<file path="src/rtl/assert_macros.svh">
// Assertion macros for twis_ctrl, the RTL file that checks its own logic.
`ifndef ASSERT_MACROS_SVH
`define ASSERT_MACROS_SVH

// Property must hold at every rising clock edge outside reset.
`define ASSERT_CLK(lbl, clk, rst_n, prop) \
  lbl: assert property (@(posedge clk) disable iff (!rst_n) (prop)) \
    else $error("assertion failed");

// Condition must never be true at a rising clock edge outside reset.
`define ASSERT_NEVER(lbl, clk, rst_n, cond) \
  lbl: assert property (@(posedge clk) disable iff (!rst_n) !(cond)) \
    else $error("forbidden condition seen");

`endif

</file>
<file path="src/rtl/twis_ram.sv">
// ----------------------------------------------------------------------------
// twis_ram
// Generic single-port RAM with a registered read that holds between reads.
// ----------------------------------------------------------------------------
module twis_ram #(
  parameter int unsigned WIDTH = 8,
  parameter int unsigned DEPTH = 16
) (
  input  logic                     clk_i,
  input  logic                     en_i,
  input  logic                     we_i,
  input  logic [$clog2(DEPTH)-1:0] addr_i,
  input  logic [WIDTH-1:0]         wdata_i,
  output logic [WIDTH-1:0]         rdata_o
);

  logic [WIDTH-1:0] mem_q [DEPTH];
  logic [WIDTH-1:0] rdata_q;

  always_ff @(posedge clk_i) begin
    if (en_i) begin
      if (we_i) begin
        mem_q[addr_i] <= wdata_i;
      end else begin
        rdata_q <= mem_q[addr_i];
      end
    end
  end

  assign rdata_o = rdata_q;

endmodule

</file>
<file path="config.mk">
export PLATFORM = sky130hd
export DESIGN_NAME = twis_ram
export DESIGN_NICKNAME = d
export VERILOG_FILES = /design/src/rtl/assert_macros.svh /design/src/rtl/twis_ram.sv
export SDC_FILE = /design/constraint.sdc
export NUM_CORES = 1
export LEC_CHECK = 0
export BUFFER_PORTS_ARGS = -buffer_cell sky130_fd_sc_hd__buf_2
export CAP_MARGIN = 30
export CORE_MARGIN = 1.5
export CORE_UTILIZATION = 33
export DETAILED_ROUTE_END_ITERATION = 12
export GPL_TIMING_DRIVEN = 0
export PLACE_DENSITY = 0.47
export SYNTH_ARGS = -nofsm -noshare
export SYNTH_HDL_FRONTEND = slang
export SYNTH_SLANG_ARGS = --single-unit
</file>
<file path="constraint.sdc">
create_clock -name clk_i -period 3.75 [get_ports clk_i]
set_input_delay 0 -clock clk_i [delete_from_list [all_inputs] [get_ports clk_i]]
set_output_delay 0 -clock clk_i [all_outputs]
set_load 0.02 [all_outputs]
</file>
==> results_dict.tcl <==
set metrics [dict create \
    wl_um 10900 \
    post_synth.cell_area_avg_um2 22.4 \
    yosysSeqAreaShare_pct 78.0 \
    synth-simple-area-share_pct 3.32 \
    max_freq_mhz 558 \
    worst_slew_pin_slew_ns 0.871 \
    max_stage_delay_ns 0.75 \
    setup_violations 0 \
    clkTransAtPathRegs_ns 0.05 \
    worstSetupPathType "input pin to flip-flop" \
    syn_inst 234 \
    grt_antenna_before_repair 0 \
    final_cells 493 \
    seq_area_um2 4080 \
    cp_top_family "simple AND/OR/NAND/NOR gates" \
    grt_first_pass_wirelength_um 16200 \
    tns_ns 0 \
    fill_cells 1367 \
    drc 0 \
    htreeDepth 4 \
    drtAntennaViolNets 0 \
    grt_max_degree 17 \
    utilization_pct 39.6 \
    cp.arrival_ns 1.82 \
    vias 2411 \
    num_io_pins 23 \
    dp.cells 468 \
    path_cells "buf_2 -> buf_1 -> nand4_1 -> nor2_1" \
    synth_top_family_by_area "multiplexers" \
    multi_input_area_um2 1080 \
    synth.distinct_cells 18 \
    rows 45 \
    synth_area_leaders "edfxtp_1 (78%), mux4_1 (8.0%), mux4_2 (6.9%)" \
    gr-total-overflow 0 \
    die_w_um 129 \
    synth_area_leader_cell "edfxtp_1" \
    yosys_warnings 0 \
    diodes 0 \
    drive_above_1_share_pct 22.7 \
    cts_setup_buffers 0 \
    cts_buffers 17 \
    ys.flop_type "edfxtp_1" \
    syn-cell-area_um2 5240 \
    wl_per_cell_um 22.0 \
    start_util_pct 34.1 \
    hold_violations 0 \
    vias_per_cell 4.89 \
    yosys.area.top_type_share_pct 78.0 \
    grt_usage_pct 14.6 \
    firstDrtPassIters 4 \
    fin_nets 293 \
    holdWs_ns 0.0116 \
    clock_latency_ns 0.40 \
    gp_congestion 0.696 \
    synth_nets 249 \
    synthXorXnorAreaFrac_pct 0 \
    synth_common_cells "edfxtp_1 (136), a22oi_1 (16), mux4_1 (16), mux4_2 (16), nor2_1 (13)" \
    ir_drop_mv 0.292 \
    synthArstFlopShare_pct 0 \
    hold_class "input pin to flip-flop" \
    die_h_um 129 \
    core-area_um2 15400 \
    synthAdderAreaFrac_pct 0 \
    grt_pass1_vias 2500 \
    worstPathBufferInverterCount 2 \
    period_minus_slack_ns 1.79 \
    clk_path_buf_depth 2 \
    dieArea_um2 16600 \
    fin_crit_sh_pct 47.8 \
    power_density_nw_per_um2 520 \
    finalMaxSlewViolations 0 \
    max_cap_viol_count 0 \
    start_kind "input pin" \
    synthMuxAreaShare_pct 14.9 \
    leakage_nw 1.97 \
    cts_tree "done" \
    drt-initial-drc-count 214 \
    critPathCaptureType "flip-flop" \
    cts_sinks 136 \
    synth_compound_area_share_pct 2.29 \
    maxSlewHeadroom_pct 41.7 \
    path_max_fanout 10 \
    cts_root_buf "clkbuf_16" \
    dp_hpwl_um 6940 \
    crit_start "addr_i[1]" \
    timing.rr.start "mem_q[9][5]$_DFFE_PP_" \
    rsz0062_at_grt "false" \
    crit_required_ns 3.78 \
    power.total_w 0.00317 \
    syn_to_final_growth_pct 16.3 \
    synth_edf_count 136 \
    synth_most_common_cell "edfxtp_1" \
    min-delay-start "wdata_i[2]" \
    synth_seq_cells 136 \
    status "complete, no violations" \
    cp_slowest_cell "nor2_1" \
    portBuffers 20 \
    fin_skew_ns 0.00537 \
]
==> repair_timing <==
| action | in CTS | in global routing |
|---|---|---|
| endpoints found under the hold margin | 20 | 0 |
| resized for setup | 0 | 0 |
| hold buffers | 2 | 0 |
==> cells by family after synthesis <==
| group | after synthesis |
|---|---|
| AOI/OAI and AO/OA | 16 |
| buffers and inverters | 13 |
| DFF | 136 |
| muxes | 32 |
| and+or+nand+nor | 37 |
==> through the flow <==
stage,cell area [µm²],setup WS (ns)
floorplan,5240,2.03
global placement,5600,1.03
detailed placement,5620,1.43
CTS,6090,1.85
global route,6090,1.76
finish,6090,1.96
==> power breakdown <==
| group | leakage [nW] | internal, W | total (W) | switching (W) |
|---|---|---|---|---|
| Clock | 0.219 | 0.000805 | 0.00132 | 0.000510 |
| Sequential | 1.23 | 0.00170 | 0.00170 | 0.00000396 |
| Combinational | 0.523 | 0.0000577 | 0.000153 | 0.0000951 |
==> placed cells by master (no fill, tap or decap), types with 3 or more instances in the layout <==
cell type	n
a22oi_1	16
buf_2	25
clkbuf_1	10
clkbuf_16	17
edfxtp_1	136
mux4_1	16
mux4_2	16
nand2_1	10
nor2_1	13
nor2b_1	3
nor3_1	3
==> state kept, by name, indices dropped and copies added, names as in the netlist <==
name	cells
mem_q	128
rdata_o	8
==> area by class of cell <==
| type | count | area share [%] |
|---|---|---|
| timing repair buffer | 25 | 2.26 |
| multi-input combinational | 85 | 17.7 |
| tap | 211 | 4.33 |
| clock buffer | 22 | 7.29 |
| clock inverter | 1 | 0.0821 |
| buffer | 13 | 1.29 |
| sequential | 136 | 67.0 |
==> worst paths after layout <==
| check | end | slack (ns) | cells after the start |
|---|---|---|---|
| setup / recovery | mem_q[15][3]$_DFFE_PP_ | 1.96 | 4 |
| hold / removal | mem_q[8][2]$_DFFE_PP_ | 0.01 | 1 |
| setup reg to reg | rdata_o[5]$_DFFE_PP_ | 2.15 | 3 |
| hold reg to reg | rdata_o[2]$_DFFE_PP_ | 0.75 | 3 |
==> layer usage <==
metal  wire length [µm]  global-route usage (%)  up-vias
met2               5060                    21.4       82
met4                141                    5.75        0
met5                  0                       0        -
met3                921                    4.66       10
met1               4740                    20.3     1238
li1                   -                       -     1081
(Power assumes the default switching activity.)
