### config.mk
export PLATFORM = sky130hd
export DESIGN_NAME = twis_ctrl_flat
export DESIGN_NICKNAME = d
export VERILOG_FILES = /design/src/rtl/twis_pkg.sv /design/src/rtl/twis_if.sv /design/src/rtl/twis_ctrl.sv /design/src/flat_wrapper.sv
export VERILOG_INCLUDE_DIRS = /design/src /design/src/rtl
export SDC_FILE = /design/constraint.sdc
export NUM_CORES = 1
export LEC_CHECK = 0
export BUFFER_PORTS_ARGS = -buffer_cell sky130_fd_sc_hd__buf_4
export CAP_MARGIN = 30
export CORE_MARGIN = 10
export CORE_UTILIZATION = 45
export CTS_BUF_LIST = sky130_fd_sc_hd__clkbuf_16
export DETAILED_ROUTE_END_ITERATION = 16
export PLACE_DENSITY = 0.65
export SYNTH_ARGS = -nofsm -noshare
export SYNTH_HDL_FRONTEND = slang
export SYNTH_SLANG_ARGS = --single-unit
### constraint.sdc
create_clock -name clk_i -period 3.9 [get_ports clk_i]
set_input_delay 0.39 -clock clk_i [delete_from_list [all_inputs] [get_ports clk_i]]
set_output_delay 0.39 -clock clk_i [all_outputs]
set_load 0.01 [all_outputs]
### src/rtl/assert_macros.svh
// Assertion macros for twis_ctrl, the RTL file that checks its own logic.
`ifndef ASSERT_MACROS_SVH
`define ASSERT_MACROS_SVH

// Property must hold at every rising clock edge outside reset.
`define ASSERT_CLK(lbl, clk, rst_n, prop) \
  lbl: assert property (@(posedge clk) disable iff (!rst_n) (prop)) \
    else $error("assertion failed");

// Condition must never be true at a rising clock edge outside reset.
`define ASSERT_NEVER(lbl, clk, rst_n, cond) \
  lbl: assert property (@(posedge clk) disable iff (!rst_n) !(cond)) \
    else $error("forbidden condition seen");

`endif

### src/rtl/twis_pkg.sv
// ----------------------------------------------------------------------------
// twis_pkg
// Shared types and codes of the trie word insert and search block.
// ----------------------------------------------------------------------------
package twis_pkg;

  localparam int unsigned LetterW = 5;

  typedef logic [LetterW-1:0] letter_t;

  // Operation carried by every letter of a word.
  typedef enum logic {
    FUNC_INSERT = 1'b0,
    FUNC_SEARCH = 1'b1
  } func_e;

  // Result status codes.
  typedef enum logic {
    STATUS_OK        = 1'b0,
    STATUS_POOL_FULL = 1'b1
  } status_e;

  // Access strobes toward one memory.
  typedef struct packed {
    logic en;
    logic we;
  } mem_ctl_t;

endpackage

### src/rtl/twis_if.sv
// ----------------------------------------------------------------------------
// twis_if
// Valid/ready channels for letter items and word results.
// ----------------------------------------------------------------------------
interface twis_item_if;
  logic              valid;
  logic              ready;
  twis_pkg::func_e   func;
  twis_pkg::letter_t letter;
  logic              last;

  modport source (output valid, output func, output letter, output last, input ready);
  modport sink (input valid, input func, input letter, input last, output ready);
endinterface

interface twis_result_if;
  logic              valid;
  logic              ready;
  logic              found;
  twis_pkg::status_e status;

  modport source (output valid, output found, output status, input ready);
  modport sink (input valid, input found, input status, output ready);
endinterface

### src/rtl/twis_ctrl.sv
// ----------------------------------------------------------------------------
// twis_ctrl
// Sequencer that walks the trie in the link and mark memories, one letter
// at a time, and keeps the result register.
// ----------------------------------------------------------------------------
`include "assert_macros.svh"

module twis_ctrl #(
  parameter int unsigned NODE_POOL = 1024,
  parameter int unsigned FANOUT    = 26,
  localparam int unsigned NW  = $clog2(NODE_POOL),
  localparam int unsigned LD  = NODE_POOL * FANOUT,
  localparam int unsigned LAW = $clog2(LD)
) (
  input  logic                 clk_i,
  input  logic                 rst_ni,
  twis_item_if.sink            in_i,
  twis_result_if.source        out_o,
  output twis_pkg::mem_ctl_t   link_ctl_o,
  output logic [LAW-1:0]       link_addr_o,
  output logic [NW-1:0]        link_wdata_o,
  input  logic [NW-1:0]        link_rdata_i,
  output twis_pkg::mem_ctl_t   mark_ctl_o,
  output logic [NW-1:0]        mark_addr_o,
  output logic                 mark_wdata_o,
  input  logic                 mark_rdata_i
);

  localparam int unsigned UW = $clog2(NODE_POOL + 1);

  typedef enum logic [3:0] {
    ST_CLEAR = 4'b0001,
    ST_IDLE  = 4'b0010,
    ST_LINK  = 4'b0100,
    ST_FIN   = 4'b1000
  } state_e;

  state_e         state_q, state_d;
  logic [LAW-1:0] clr_q, clr_d;
  logic [NW-1:0]  cursor_q, cursor_d, cursor_n;
  logic           failed_q, failed_d, failed_n;
  logic           ovf_q, ovf_d, ovf_n;
  logic [UW-1:0]  nodes_q, nodes_d;
  logic           out_valid_q, out_valid_d;

  twis_pkg::func_e func_q;
  logic            last_q;
  logic [LAW-1:0]  slot_q;
  logic            res_search_q;
  logic            res_ok_q;
  logic            res_ovf_q;
  logic            out_found_q;
  logic            out_status_q;

  logic           accept;
  logic           sym_ok;
  logic           step;
  logic [LAW-1:0] slot_in;
  logic           fin_go;
  logic           fin_search;
  logic           load_out;
  logic           pool_full;

  assign accept    = in_i.valid && in_i.ready;
  assign sym_ok    = 32'(in_i.letter) < 32'(FANOUT);
  assign step      = accept && sym_ok && !failed_q && !ovf_q;
  assign slot_in   = LAW'(cursor_q) * LAW'(FANOUT) + LAW'(in_i.letter);
  assign pool_full = nodes_q >= UW'(NODE_POOL);

  always_comb begin
    state_d      = state_q;
    clr_d        = clr_q;
    nodes_d      = nodes_q;
    cursor_n     = cursor_q;
    failed_n     = failed_q;
    ovf_n        = ovf_q;
    link_ctl_o   = '0;
    link_addr_o  = slot_q;
    link_wdata_o = '0;
    mark_ctl_o   = '0;
    mark_addr_o  = cursor_q;
    mark_wdata_o = 1'b1;
    fin_go       = 1'b0;
    fin_search   = (func_q == twis_pkg::FUNC_SEARCH);
    load_out     = 1'b0;

    unique case (state_q)
      ST_CLEAR: begin
        link_ctl_o.en  = 1'b1;
        link_ctl_o.we  = 1'b1;
        link_addr_o    = clr_q;
        mark_ctl_o.en  = clr_q < LAW'(NODE_POOL);
        mark_ctl_o.we  = clr_q < LAW'(NODE_POOL);
        mark_addr_o    = clr_q[NW-1:0];
        mark_wdata_o   = 1'b0;
        if (clr_q == LAW'(LD - 1)) begin
          state_d = ST_IDLE;
        end else begin
          clr_d = clr_q + LAW'(1);
        end
      end
      ST_IDLE: begin
        if (step) begin
          link_ctl_o.en = 1'b1;
          link_addr_o   = slot_in;
          state_d       = ST_LINK;
        end else if (accept && in_i.last) begin
          fin_go     = 1'b1;
          fin_search = (in_i.func == twis_pkg::FUNC_SEARCH);
          state_d    = ST_FIN;
        end
      end
      ST_LINK: begin
        if (link_rdata_i != '0) begin
          cursor_n = link_rdata_i;
        end else if (func_q == twis_pkg::FUNC_SEARCH) begin
          failed_n = 1'b1;
        end else if (pool_full) begin
          ovf_n = 1'b1;
        end else begin
          // Claim a fresh node and link it under the current one.
          link_ctl_o.en = 1'b1;
          link_ctl_o.we = 1'b1;
          link_wdata_o  = nodes_q[NW-1:0];
          cursor_n      = nodes_q[NW-1:0];
          nodes_d       = nodes_q + UW'(1);
        end
        if (last_q) begin
          fin_go  = 1'b1;
          state_d = ST_FIN;
        end else begin
          state_d = ST_IDLE;
        end
      end
      ST_FIN: begin
        if (!out_valid_q || out_o.ready) begin
          load_out = 1'b1;
          state_d  = ST_IDLE;
        end
      end
      default: begin
        state_d = ST_CLEAR;
      end
    endcase

    // The word ends here: a search reads the end mark of its final node, a clean insert sets it.
    if (fin_go) begin
      mark_addr_o = cursor_n;
      if (fin_search) begin
        mark_ctl_o.en = 1'b1;
      end else if (!failed_n && !ovf_n) begin
        mark_ctl_o.en = 1'b1;
        mark_ctl_o.we = 1'b1;
      end
    end
  end

  assign cursor_d = fin_go ? '0 : cursor_n;
  assign failed_d = fin_go ? 1'b0 : failed_n;
  assign ovf_d    = fin_go ? 1'b0 : ovf_n;

  assign out_valid_d = load_out ? 1'b1 : (out_o.ready ? 1'b0 : out_valid_q);

  always_ff @(posedge clk_i or negedge rst_ni) begin
    if (!rst_ni) begin
      state_q     <= ST_CLEAR;
      clr_q       <= '0;
      cursor_q    <= '0;
      failed_q    <= 1'b0;
      ovf_q       <= 1'b0;
      nodes_q     <= UW'(1);
      out_valid_q <= 1'b0;
    end else begin
      state_q     <= state_d;
      clr_q       <= clr_d;
      cursor_q    <= cursor_d;
      failed_q    <= failed_d;
      ovf_q       <= ovf_d;
      nodes_q     <= nodes_d;
      out_valid_q <= out_valid_d;
    end
  end

  always_ff @(posedge clk_i) begin
    if (step) begin
      func_q <= in_i.func;
      last_q <= in_i.last;
      slot_q <= slot_in;
    end
    if (fin_go) begin
      res_search_q <= fin_search;
      res_ok_q     <= !failed_n && !ovf_n;
      res_ovf_q    <= ovf_n;
    end
    if (load_out) begin
      out_found_q  <= res_search_q && res_ok_q && mark_rdata_i;
      out_status_q <= !res_search_q && res_ovf_q;
    end
  end

  assign in_i.ready   = (state_q == ST_IDLE);
  assign out_o.valid  = out_valid_q;
  assign out_o.found  = out_found_q;
  assign out_o.status = out_status_q ? twis_pkg::STATUS_POOL_FULL : twis_pkg::STATUS_OK;

  `ASSERT_NEVER(a_no_accept_in_clear, clk_i, rst_ni, (state_q == ST_CLEAR) && in_i.ready)
  `ASSERT_CLK(a_pool_bounds, clk_i, rst_ni, (nodes_q != '0) && (nodes_q <= UW'(NODE_POOL)))
  `ASSERT_CLK(a_alloc_counts, clk_i, rst_ni, ((state_q == ST_LINK) && link_ctl_o.we) |=> (nodes_q == $past(nodes_q) + UW'(1)))
  `ASSERT_CLK(a_result_from_fin, clk_i, rst_ni, $rose(out_valid_q) |-> $past(state_q == ST_FIN))

endmodule

### src/flat_wrapper.sv
// flat-port wrapper written by rule: the top's interface ports become plain ports
module twis_ctrl_flat 
#(
  parameter int unsigned NODE_POOL = 1024,
  parameter int unsigned FANOUT    = 26,
  localparam int unsigned NW  = $clog2(NODE_POOL),
  localparam int unsigned LD  = NODE_POOL * FANOUT,
  localparam int unsigned LAW = $clog2(LD)
)
  (clk_i, rst_ni, link_ctl_o, link_addr_o, link_wdata_o, link_rdata_i, mark_ctl_o, mark_addr_o, mark_wdata_o, mark_rdata_i, in_i_valid, in_i_func, in_i_letter, in_i_last, in_i_ready, out_o_valid, out_o_found, out_o_status, out_o_ready);
  twis_item_if in_i_i ();
  twis_result_if out_o_i ();
  input  logic clk_i;
  input  logic rst_ni;
  output twis_pkg::mem_ctl_t link_ctl_o;
  output logic [LAW-1:0] link_addr_o;
  output logic [NW-1:0] link_wdata_o;
  input  logic [NW-1:0] link_rdata_i;
  output twis_pkg::mem_ctl_t mark_ctl_o;
  output logic [NW-1:0] mark_addr_o;
  output logic mark_wdata_o;
  input  logic mark_rdata_i;
  input wire logic [$bits(in_i_i.valid)-1:0] in_i_valid;
  input wire logic [$bits(in_i_i.func)-1:0] in_i_func;
  input wire logic [$bits(in_i_i.letter)-1:0] in_i_letter;
  input wire logic [$bits(in_i_i.last)-1:0] in_i_last;
  output wire logic [$bits(in_i_i.ready)-1:0] in_i_ready;
  output wire logic [$bits(out_o_i.valid)-1:0] out_o_valid;
  output wire logic [$bits(out_o_i.found)-1:0] out_o_found;
  output wire logic [$bits(out_o_i.status)-1:0] out_o_status;
  input wire logic [$bits(out_o_i.ready)-1:0] out_o_ready;
  assign in_i_i.valid = in_i_valid;
  assign in_i_i.func = in_i_func;
  assign in_i_i.letter = in_i_letter;
  assign in_i_i.last = in_i_last;
  assign in_i_ready = in_i_i.ready;
  assign out_o_valid = out_o_i.valid;
  assign out_o_found = out_o_i.found;
  assign out_o_status = out_o_i.status;
  assign out_o_i.ready = out_o_ready;
  twis_ctrl #(.NODE_POOL(NODE_POOL), .FANOUT(FANOUT)) u_core (.clk_i(clk_i), .rst_ni(rst_ni), .in_i(in_i_i), .out_o(out_o_i), .link_ctl_o(link_ctl_o), .link_addr_o(link_addr_o), .link_wdata_o(link_wdata_o), .link_rdata_i(link_rdata_i), .mark_ctl_o(mark_ctl_o), .mark_addr_o(mark_addr_o), .mark_wdata_o(mark_wdata_o), .mark_rdata_i(mark_rdata_i));
endmodule
==> out/summary.txt, run 1 <==
Total CTS buffers: 9
Commonest non-fill, non-tap cell in the layout: buf_4
GR Util All Layers: 16.4%
Yosys reg bits: 65
Starting Density: 46.8%
Root buffer cell: clkbuf_16
Main synth FF type: dfrtp_1
WP data required: 3510 ps
Initial antenna violation count: 0
Detail Placement HPWL: 8.56 mm
Worst VDD drop: 0.272 mV
Min Tclk post-route: 4150 ps
Htree depth: 3
Failing checks: negative setup slack
CTS tree: done
CP max stage delay: 610 ps
IO buf count: 65
Final Core Density: 60.6%
Clock-pin slew on the worst setup and hold paths: 60 ps
Critical Path End: link_addr_o[8]
Final Cycle Share: 106%
Hold crit path type: in -> async
Layout cells sized above 1: 27.2%
Slowest CP cell: fa_2
Slew headroom: 40.7%
Worst setup margin: -247 ps
Yosys warns: 0
Remaining Overflow, GRT: 0
Final hold vios: 0
RePlAce Congestion: 0.900
CP startpoint: u_core.cursor_q[1]
DRC: 0
RSZ-0062 raised after global routing: true
R2R cell count: 16
Avg Cell Area, Syn: 9.17 µm²
PnR Total Power: 2.30 mW
Fin. max-slew vios: 0
Final antenna-violating net count: 0
Critical path launch point type: register
Via/cell ratio: 5.35
Synthesized netlist cell count: 476
Die Span X: 118 µm
RR Endpoint: u_core.slot_q[12]
Die height: 118 µm
Largest net degree at the start of global routing: 44
CP Cell Sequence: ha_4, fa_2, ha_4, a21o_1, a21oi_4, xnor2_2, or4b_4, buf_6, xnor2_2, a21oi_2, a221o_1, buf_6
Ant. Diodes: 0
Worst Max-Slew Pin Slew: 887 ps
Setup TNS: -881 ps
Final Setup Violations: 7
Crit Path Class: reg -> out
Core area: 0.00933 mm²
Max Root-Sink Buffers: 2
Vias in the first global route: 3833
Routed Wire Length: 11.7 mm
EDFF count, synth: 7
DR iter-0 viols: 225
First-pass GRT wire length: 19.0 mm
Drt first pass iters: 4
Seq/Total Area, Yosys: 36.4%
Post-synth top area share: 23.5%
Via count: 3732
Fmax: 241 MHz
Max_cap viols: 0
Leakage Power: 2.66 nW
Reg-to-Reg Start: u_core.cursor_q[1]
Library cells used by synthesis: 54
Power per Cell Area: 408 mW/mm²
Rows: 35
Crit end category: output pin
CTS Sinks: 65
Cell area after synthesis: 0.00436 mm²
Net count after synthesis: 536
Number of hold buffers added after cts: 0
Layout Nets: 624
Drt wl/cell: 16.7 µm
Pre-CTS setup slack: 20.3 ps
R2R setup slack: 160 ps
Synth top area cells: dfrtp_1, ha_1, dfxtp_1
Fraction of registers with async set/reset: 66.2%
Status: finished with violations
Layout Skew: 3.96 ps
Total die area: 0.0140 mm²
Crit path arrival time: 3760 ps
Crit-path max FO: 3
Area growth syn-to-layout: 29.4%
Synth area leader: dfrtp_1
Commonest non-fill, non-tap cells in the layout: buf_4, nor2_1, dfrtp_1
Clock Latency Late Sink: 330 ps
I/O pin cnt: 66
## report_power, final
part           internal (mW)  switching (mW)  total (mW)
Clock                  0.501           0.317       0.818
Combinational          0.328           0.363       0.692
Sequential             0.733          0.0590       0.792
## layout make-up
class                           instances  area (µm²)
Multi-Input combinational cell        356        2710
Tap cell                              129         161
Timing Repair Buffer                   91         726
Fill cell                             795        3680
Clock buffer                            9         225
Sequential cell                        65        1590
Clock inverter                          7        78.8
Inverter                               41         154
## kinds of logic after synthesis
logic type	share of synthesized area (%)
XOR/XNOR	8.80
AO/OA/AOI/OAI	16.3
multiplexers	0.717
adder cells (fa/ha/maj)	12.3
flip-flops	36.4
buffers and inverters	4.90
AND/OR/NAND/NOR	20.6
## through the flow
stage,std cells,hold WS (ps),instance area [µm²]
2_1_floorplan,476,94.4,4360
3_3_place_gp,662,420,5000
3_5_place_dp,662,418,5000
4_1_cts,699,63.2,5640
5_1_grt,698,73.0,5650
6_report,698,40.6,5650
## layer usage
layer	vias to the layer above	GRT usage [%]	part of all wire, %
met5	-	0	0
met4	0	6.26	2.3
met3	19	4.38	5.1
met2	85	26.5	47
met1	1786	20.3	45
li1	1842	-	-
## worst max-delay path, delay by kind of cell (launching register included)
kind	cells	cell delay (ps)
simple gates	1	510
flops	1	440
xor+xnor	2	290
compound gates	4	800
buf+inv	2	280
fa+ha+maj	3	1110
## worst min path at each step
| stage | start | to | slack (ps) | depth (start not counted) |
|---|---|---|---|---|
| 3_3_place_gp | rst_ni | u_core.clr_q[12] | 420 | 1 |
| 3_5_place_dp | rst_ni | u_core.clr_q[10] | 420 | 1 |
| 6_report | rst_ni | u_core.clr_q[10] | 40 | 1 |
| 2_1_floorplan | rst_ni | u_core.clr_q[0] | 90 | 0 |
| 4_1_cts | rst_ni | u_core.clr_q[10] | 60 | 1 |
| 5_1_grt | rst_ni | u_core.clr_q[10] | 70 | 1 |
## sequential cells by signal, indices dropped and copies added, names as in the netlist
name	flops
u_core.cursor_q	10
u_core.failed_q	1
u_core.clr_q	15
u_core.func_q	1
u_core.res_ovf_q	1
u_core.res_search_q	1
u_core.slot_q	15
u_core.out_o.valid	1
u_core.nodes_q	11
u_core.ovf_q	1
u_core.res_ok_q	1
u_core.out_status_q	1
u_core.state_q	4
u_core.out_o.found	1
u_core.last_q	1
## synth_stat cells, drive strengths merged, types with 5 or more instances
cell type and instances:
nor2 49, a21oi 41, dfrtp 41, inv 40, nand2 34, xnor2 31, ha 30, and2 23
nand3 17, o21ai 17, dfxtp 15, a221o 12, xor2 12, a211oi 11, clkbuf 10, a21o 8
fa 8, edfxtp 7, nand4 7, nor3 6, and3 5
## repair_timing
action                     in CTS  in global routing
cloned                          0                  0
pin swaps                      25                  6
gates resized for setup        32                  8
setup buffers                  21                  1
hold endpoints to repair        0                  0
setup endpoints to repair       7                  8
(Power assumes the default switching activity.)
==> inputs of run 2 (changes only) <==
--- a/config.mk
+++ b/config.mk
@@ -6,7 +6,7 @@
 export SDC_FILE = /design/constraint.sdc
 export NUM_CORES = 1
 export LEC_CHECK = 0
-export BUFFER_PORTS_ARGS = -buffer_cell sky130_fd_sc_hd__buf_4
+export BUFFER_PORTS_ARGS = -buffer_cell sky130_fd_sc_hd__buf_2
 export CAP_MARGIN = 30
 export CORE_MARGIN = 10
 export CORE_UTILIZATION = 45
==> run 2 against run 1 <==
  * The run still ends with negative setup slack left
  * Clock power fell by 4.4%
  * Final cell count is 0.14% lower
  * Combinational power is 9.0% lower
  * Sequential cell count is the same
  * Largest power group is now registers
  * Design area down 3.1%
  * Highest routed layer unchanged
  * Wire length grew 1.2%
==> out/summary.txt, run 2 (synthesis results as in run 1) <==
Status: finished with violations
Failing checks: negative setup slack
Clock-pin slew on the worst setup and hold paths: 50 ps
Final antenna-violating net count: 0
Total CTS buffers: 9
Ant. Diodes: 0
Rows: 35
Die Span X: 118 µm
Worst hold start: out_o_ready
Filler cell count: 840
Die height: 118 µm
First-pass GRT wire length: 19.1 mm
RePlAce Congestion: 0.891
Power per Cell Area: 402 mW/mm²
Commonest non-fill, non-tap cells in the layout: buf_2, nor2_1, inv_1
Crit Path Class: reg -> out
Final hold vios: 0
Drt wl/cell: 16.9 µm
Layout Skew: 6.93 ps
CP startpoint: u_core.cursor_q[2]
Vias in the first global route: 3786
Drt first pass iters: 4
Detail Placement HPWL: 8.55 mm
RSZ-0062 raised after global routing: true
CTS tree: done
Via/cell ratio: 5.40
Commonest non-fill, non-tap cell in the layout: buf_2
Reg-to-Reg Start: u_core.cursor_q[2]
Hold crit path type: in -> reg
Final Core Density: 58.7%
GR Util All Layers: 16.5%
Top flop regs: u_core.clr_q: 15 flops, u_core.slot_q: 15 flops, u_core.nodes_q: 11 flops
Crit-path max FO: 2
Slew headroom: 40.5%
Fin. max-slew vios: 0
Multi-input logic area: 0.00276 mm²
Leakage Power: 2.63 nW
Core area: 0.00933 mm²
Area growth syn-to-layout: 25.4%
Final Setup Violations: 7
Largest net degree at the start of global routing: 39
Worst Max-Slew Pin Slew: 890 ps
Htree depth: 3
WP data required: 3510 ps
Initial antenna violation count: 0
DRC: 0
Fmax: 240 MHz
Final Cycle Share: 107%
Max Root-Sink Buffers: 2
Clock Latency Late Sink: 330 ps
DR iter-0 viols: 204
Root buffer cell: clkbuf_16
Worst VDD drop: 0.250 mV
Crit end category: output pin
Layout cells sized above 1: 26.8%
Starting Density: 46.8%
Via count: 3762
Seq. cell area: 0.00159 mm²
Layout Nets: 623
Pre-CTS setup slack: -17.4 ps
Total die area: 0.0140 mm²
Max_cap viols: 0
IO buf count: 65
Critical path launch point type: register
Min Tclk post-route: 4160 ps
I/O pin cnt: 66
CTS Sinks: 65
Remaining Overflow, GRT: 0
Crit path arrival time: 3770 ps
Worst setup margin: -264 ps
Routed Wire Length: 11.8 mm
## run 2: cell count changes in the layout (fill, tap and decap cells not counted), moves of 2 or more
cell	change
clkinv_4	-3
buf_6	-8
clkinv_1	+2
inv_1	+4
inv_2	-2
buf_4	-59
buf_2	+65
## run 2: power by group
part           switching, mW  leakage [nW]  internal [mW]
Clock                  0.298         0.147          0.483
Combinational          0.361          1.72          0.269
Sequential            0.0577         0.763          0.733
## run 2: area by class of cell
| cell class | instances | area share, % |
|---|---|---|
| well taps | 129 | 2.95 |
| inverters | 41 | 2.81 |
| multi-input cells | 356 | 50.4 |
| clock buffers | 9 | 4.11 |
| clock inverters | 7 | 1.01 |
| flip-flops and latches | 65 | 29.1 |
| repair buffers | 90 | 9.65 |
## run 2: final timing paths
path	endpoint	slack, ps	cells after the start
setup / recovery	link_addr_o[12]	-260	12
hold / removal	u_core.out_o.valid	260	2
min in group asynchronous	u_core.clr_q[14]	430	2
hold reg to reg	u_core.slot_q[4]	460	2
setup reg to reg	u_core.slot_q[12]	340	13
max in group asynchronous	u_core.nodes_q[0]	2960	3
## run 2: metal layers
layer	global-route usage, %	part of all wire (%)	vias to the layer above
met5	0	0	-
met4	6.18	1.9	0
met3	3.14	4.5	18
met2	26.4	48	106
met1	21.5	46	1808
li1	-	-	1830
## run 2: timing repair
| item | 4_1_cts | 5_1_grt |
|---|---|---|
| pin swaps | 23 | 13 |
| hold endpoints to repair | 5 | 0 |
| hold buffers | 1 | 0 |
| setup buffers | 14 | 2 |
| gates resized for setup | 23 | 12 |
| setup endpoints to repair | 7 | 7 |
## run 2: critical path, stage by stage, from the launching register on
cell	delay, ps
dfrtp_1	410
ha_4	250
fa_2	590
ha_4	210
a21o_1	190
a21oi_4	180
xnor2_2	130
or4b_4	510
nor4_4	340
xnor2_1	150
nor2_1	70
a221o_1	270
buf_2	140
## run 2: metrics by stage
stage	total power [mW]	setup TNS, ps	hold WS, ps	cells	area [µm²]
2_1_floorplan	1.16	0	94.4	476	4360
3_3_place_gp	1.40	0	435	663	4840
4_1_cts	2.20	-740	256	695	5380
5_1_grt	2.31	-1980	255	697	5470
3_5_place_dp	1.41	-17.4	231	664	4860
6_report	2.20	-1010	260	697	5470
